## config.mk

```make
export PLATFORM = sky130hd
export DESIGN_NAME = smd_cell
export DESIGN_NICKNAME = d
export VERILOG_FILES = /design/src/design/smd_pkg.sv /design/src/design/smd_cell.sv
export SDC_FILE = /design/constraint.sdc
export NUM_CORES = 1
export LEC_CHECK = 0
export ABC_AREA = 0
export BUFFER_PORTS_ARGS = -buffer_cell sky130_fd_sc_hd__buf_2
export CORE_UTILIZATION = 46
export DETAILED_ROUTE_END_ITERATION = 8
export HOLD_SLACK_MARGIN = 0.08
export PLACE_DENSITY = 0.88
export SYNTH_ARGS = -nofsm -noshare
export SYNTH_HDL_FRONTEND = slang
export SYNTH_SLANG_ARGS = --single-unit
export TNS_END_PERCENT = 30
```

## constraint.sdc

```tcl
create_clock -name clock -period 4.2 [get_ports clock]
set_clock_uncertainty 0.05 [all_clocks]
set_input_delay 0 -clock clock [delete_from_list [all_inputs] [get_ports clock]]
set_output_delay 0 -clock clock [all_outputs]
set_load 0.02 [all_outputs]
```

## src/design/smd_pkg.sv

```systemverilog
// ---------------------------------------------------------------------------
// Sliding median package
// Shared constants, the sequencer state type and the cell control group.
// ---------------------------------------------------------------------------
package smd_pkg;

   localparam int LEN_BITS           = 9;
   localparam int WINDOW_MAX_DEF     = 256;
   localparam int SAMPLE_BITS_DEF    = 20;
   localparam int POSITION_BITS_DEF  = 20;

   typedef enum logic [2:0] {
      ST_IDLE,
      ST_CHECK,
      ST_REMOVE,
      ST_INSERT,
      ST_SCAN,
      ST_FINISH
   } state_type;

   typedef struct packed {
      logic clear;
      logic ins;
      logic rem;
   } cell_ctl_type;

endpackage

```

## src/design/smd_cell.sv

```systemverilog
// ---------------------------------------------------------------------------
// Sliding median cell
// One slot of the sorted window with its share of the running sums.
// ---------------------------------------------------------------------------
module smd_cell import smd_pkg::*; #(
   parameter int SAMPLE_BITS = 20,
   parameter int SUM_BITS    = 28,
   parameter int AW          = 8,
   parameter int IDX         = 0
) (
   input  logic                   clock,
   input  logic                   reset,
   input  cell_ctl_type           ctl,
   input  logic [SAMPLE_BITS-1:0] key,
   input  logic [AW-1:0]          mid,
   input  logic [SAMPLE_BITS-1:0] left_val,
   input  logic                   left_vld,
   input  logic                   left_gt,
   input  logic [SAMPLE_BITS-1:0] right_val,
   input  logic                   right_vld,
   output logic [SAMPLE_BITS-1:0] val,
   output logic                   vld,
   output logic                   gt,
   input  logic [SUM_BITS-1:0]    lo_in,
   input  logic [SUM_BITS-1:0]    hi_in,
   input  logic [SAMPLE_BITS-1:0] med_in,
   output logic [SUM_BITS-1:0]    lo_out,
   output logic [SUM_BITS-1:0]    hi_out,
   output logic [SAMPLE_BITS-1:0] med_out
);

   logic [SAMPLE_BITS-1:0] val_ff, val_in;
   logic                   vld_ff, vld_in;
   logic [SUM_BITS-1:0]    lo_ff, hi_ff, ext;
   logic [SAMPLE_BITS-1:0] med_ff;
   logic                   ge;

   assign gt  = !vld_ff || (val_ff > key);
   assign ge  = !vld_ff || (val_ff >= key);
   assign ext = SUM_BITS'(val_ff);

   always_comb begin
      val_in = val_ff;
      vld_in = vld_ff;
      if (ctl.clear) begin
         vld_in = 1'b0;
      end else if (ctl.ins && gt) begin
         if (left_gt) begin
            val_in = left_val;
            vld_in = left_vld;
         end else begin
            val_in = key;
            vld_in = 1'b1;
         end
      end else if (ctl.rem && ge) begin
         val_in = right_val;
         vld_in = right_vld;
      end
   end

   always_ff @(posedge clock) begin
      val_ff <= val_in;
      lo_ff  <= (vld_ff && (AW'(IDX) < mid)) ? lo_in + ext : lo_in;
      hi_ff  <= (vld_ff && (AW'(IDX) > mid)) ? hi_in + ext : hi_in;
      med_ff <= (AW'(IDX) == mid) ? val_ff : med_in;
      if (reset) begin
         vld_ff <= 1'b0;
      end else begin
         vld_ff <= vld_in;
      end
   end

   assign val     = val_ff;
   assign vld     = vld_ff;
   assign lo_out  = lo_ff;
   assign hi_out  = hi_ff;
   assign med_out = med_ff;

endmodule
```

==> results.json <==
{
  "status": "finished, final reports clean",
  "fin_nets": 1042,
  "arrival_ns": 4.09,
  "port_buffers": 249,
  "antenna_found_initial": 0,
  "overflow": 0,
  "drtAntennaViolNets": 0,
  "power_density_nw_per_um2": 312,
  "clkSinkCount": 97,
  "synth_nets": 667,
  "maxCapViolations": 0,
  "finalWirelength_mm": 17.2,
  "numCtsBuffers": 9,
  "grt_pass1_wl_mm": 26.8,
  "cts-htree-levels": 3,
  "worst_pin_slew_ns": 0.953,
  "dieArea_um2": 10800,
  "grt_max_degree": 43,
  "dr_total_vias": 5191,
  "dp_hpwl_mm": 11.4,
  "drt_iter0_markers": 358,
  "p_leak_nw": 3.65,
  "power_frac_comb": 0.306,
  "yosysUniqueCellTypes": 60,
  "rsz0062_at_grt": "no",
  "slew-limit-headroom": 0.363,
  "synth_seq_cells": 97,
  "syn2layout_area_growth_pct": 59.1,
  "synth_area_um2": 4780,
  "p_total_mw": 2.37,
  "finalSetupViolations": 0,
  "cp_slowest_stage_delay_ns": 0.59,
  "end_kind": "flop",
  "postSynthCellCount": 474,
  "fmax_ghz": 0.261,
  "p_sw_uw": 783,
  "cts_setup_buffers": 0,
  "avgSynthCellArea_um2": 10.1,
  "start_util": 0.482,
  "p_clk_frac": 0.246,
  "async_flop_share": 0,
  "cp_slowest_cell": "dlygate4sd3_1",
  "dieWidth_um": 104,
  "fin_crit_sh": 0.913,
  "max-vdd-ir-drop_uv": 230,
  "critPathTopFamily": "buffers and inverters",
  "gp_congestion": 0.892,
  "nFillCells": 649,
  "min_period_ns": 3.84,
  "holdCritPathClass": "input pin to flop",
  "path_max_fanout": 42,
  "antennaDiodeCount": 0,
  "post-route-util": 0.767,
  "rrSetupSlack_ns": 0.36,
  "placed_cell_area_um2": 6150,
  "path_cells": "ha_1, nor2b_1, o211ai_1, a21oi_1, o31ai_1, a21oi_4, buf_4, a311oi_1, dlygate4sd3_1, o21a_1, dlygate4sd3_1",
  "cts.clk_slew.worst_paths_ns": 0.10,
  "crit_type": "flop to flop",
  "switching_share": 0.330,
  "worst-path-buf-inv": 3,
  "drc": 0,
  "cp.required_ns": 4.45,
  "crit_top_cell": "dlygate4sd3_1",
  "startpoint_type": "flop",
  "core_um2": 9910,
  "yosysSeqAreaShare": 0.448,
  "routed_via_density": 5.26,
  "clockBufferDepth": 2,
  "drive_gt1_frac": 0.362,
  "p_int_mw": 1.59,
  "yosysWarnings": 0,
  "dieHeight_um": 104,
  "insertion_delay_ns": 0.35,
  "cts_resized": 0,
  "grt_use_total": 0.315,
  "p_seq_frac": 0.448,
  "timing.final.hold_violations": 0,
  "rows": 36,
  "setup-tns-final_ns": 0,
  "cts_tree": "built",
  "grt_pass1_vias": 5480,
  "stdcell_area_um2": 7600,
  "first_pass_iters": 5,
  "drt-wirelength-per-cell_um": 17.5,
  "synth-edff-count": 20,
  "clock-root-buffer": "clkbuf_8",
  "pin_count": 250,
  "maxSlewViolCount": 0,
  "synth_flop_cell": "dfxtp_1"
}
## flip-flops by register name, summed over array words and instances (netlist names)
register,cells
med_out,20
val,20
lo_out,28
hi_out,28
vld,1
## area by class of cell
cell class              instances  area [µm²]  area share
multi-input cells             335        2470       0.325
repair buffers                378        2530       0.333
clock inverters                 7        62.6     0.00823
clock buffers                   9         124      0.0163
inverters                      28         105      0.0138
well taps                     133         166      0.0219
flip-flops and latches         97        2140       0.282
## cells in the mapped netlist, types with 2 or more instances
cell type   n  share of area
dfxtp_1    77           0.32
nand2_1    46          0.036
a21oi_1    45          0.047
ha_1       40           0.10
nor2_1     33          0.026
inv_1      28          0.022
mux2i_1    22          0.046
o21ai_0    22          0.023
mux2_2     21          0.050
edfxtp_1   20           0.13
xor2_1     12          0.022
xnor2_1    10          0.018
clkbuf_1    8         0.0063
nand3_1     8         0.0084
nand4_1     7         0.0092
nor3_1      7         0.0073
nor3b_1     4         0.0063
o211ai_1    4         0.0063
o31ai_1     4         0.0063
and3_1      3         0.0039
nand2b_1    3         0.0039
nor4_1      3         0.0039
nor4_2      3         0.0079
a21boi_0    2         0.0031
a21o_1      2         0.0031
a221oi_1    2         0.0037
buf_2       2         0.0021
buf_4       2         0.0031
nor2_2      2         0.0026
o21a_1      2         0.0031
## what timing repair did
| item | 4_1_cts | 5_1_grt |
|---|---|---|
| endpoints found under the setup margin | 0 | 0 |
| hold endpoints to repair | 107 | 0 |
| hold buffers | 126 | 0 |
## routing by layer
layer / routed length [µm] / part of all wire / GRT usage / vias up
li1: - / - / - / 2433
met1: 6460 / 0.37 / 0.339 / 2388
met2: 8800 / 0.51 / 0.579 / 304
met3: 1150 / 0.066 / 0.0508 / 66
met4: 823 / 0.048 / 0.184 / 0
met5: 0 / 0 / 0 / -
## power by group through the flow
stage	logic [mW]	clock network, mW	registers, mW
6_report	0.726	0.582	1.06
5_1_grt	0.777	0.633	1.07
4_1_cts	0.703	0.588	1.06
2_1_floorplan	0.294	0	1.16
3_5_place_dp	0.596	0	1.08
3_3_place_gp	0.578	0	1.08
## worst register-to-register path: cells and delay by family (launching register included)
| family | cells | cell delay (ns) |
|---|---|---|
| AOI/OAI and AO/OA | 6 | 1.29 |
| adders and majority gates | 1 | 0.35 |
| buffers and inverters | 3 | 1.41 |
| DFF | 1 | 0.54 |
| and+or+nand+nor | 1 | 0.14 |
## cell usage in the layout, fill, tap and decap left out, types with 8 or more instances in the layout
cell           netlist  final
o21ai_0             22     22
ha_1                40     40
dlygate4sd3_1        0    126
nor2_1              33     32
buf_2                2    249
xnor2_1             10     10
nand2_1             46     46
edfxtp_1            20     20
mux2i_1             22     22
a21oi_1             45     45
xor2_1              12     12
mux2_2              21     21
inv_1               28     28
nand3_1              8      8
clkbuf_8             0      9
dfxtp_1             77     77
## metrics by stage
| stage | setup slack [ns] | hold WS, ns | cells |
|---|---|---|---|
| 5_1_grt | 0.126 | 0.195 | 987 |
| 3_3_place_gp | 1.41 | 0.0519 | 845 |
| 6_report | 0.364 | 0.174 | 987 |
| 3_5_place_dp | 1.28 | 0.0543 | 845 |
| 2_1_floorplan | 0.877 | -0.0223 | 474 |
| 4_1_cts | 0.380 | 0.174 | 987 |
## path summary, 6_finish.rpt
| path | startpoint | end | cells after the start |
|---|---|---|---|
| worst max register to register | val[1] | vld | 11 |
| worst min-delay path | ctl[0] | val[5] | 3 |
| worst max-delay path | val[1] | vld | 11 |
| worst min register to register | val[15] | med_out[15] | 1 |
## cells by family after synthesis
family,after synthesis,synth area share
AO/OA/AOI/OAI,104,0.144
XOR/XNOR,22,0.0403
adder cells (fa/ha/maj),41,0.109
buffers and inverters,42,0.0367
flip-flops,97,0.448
multiplexers,43,0.0956
AND/OR/NAND/NOR,125,0.126
(Power assumes the default switching activity.)
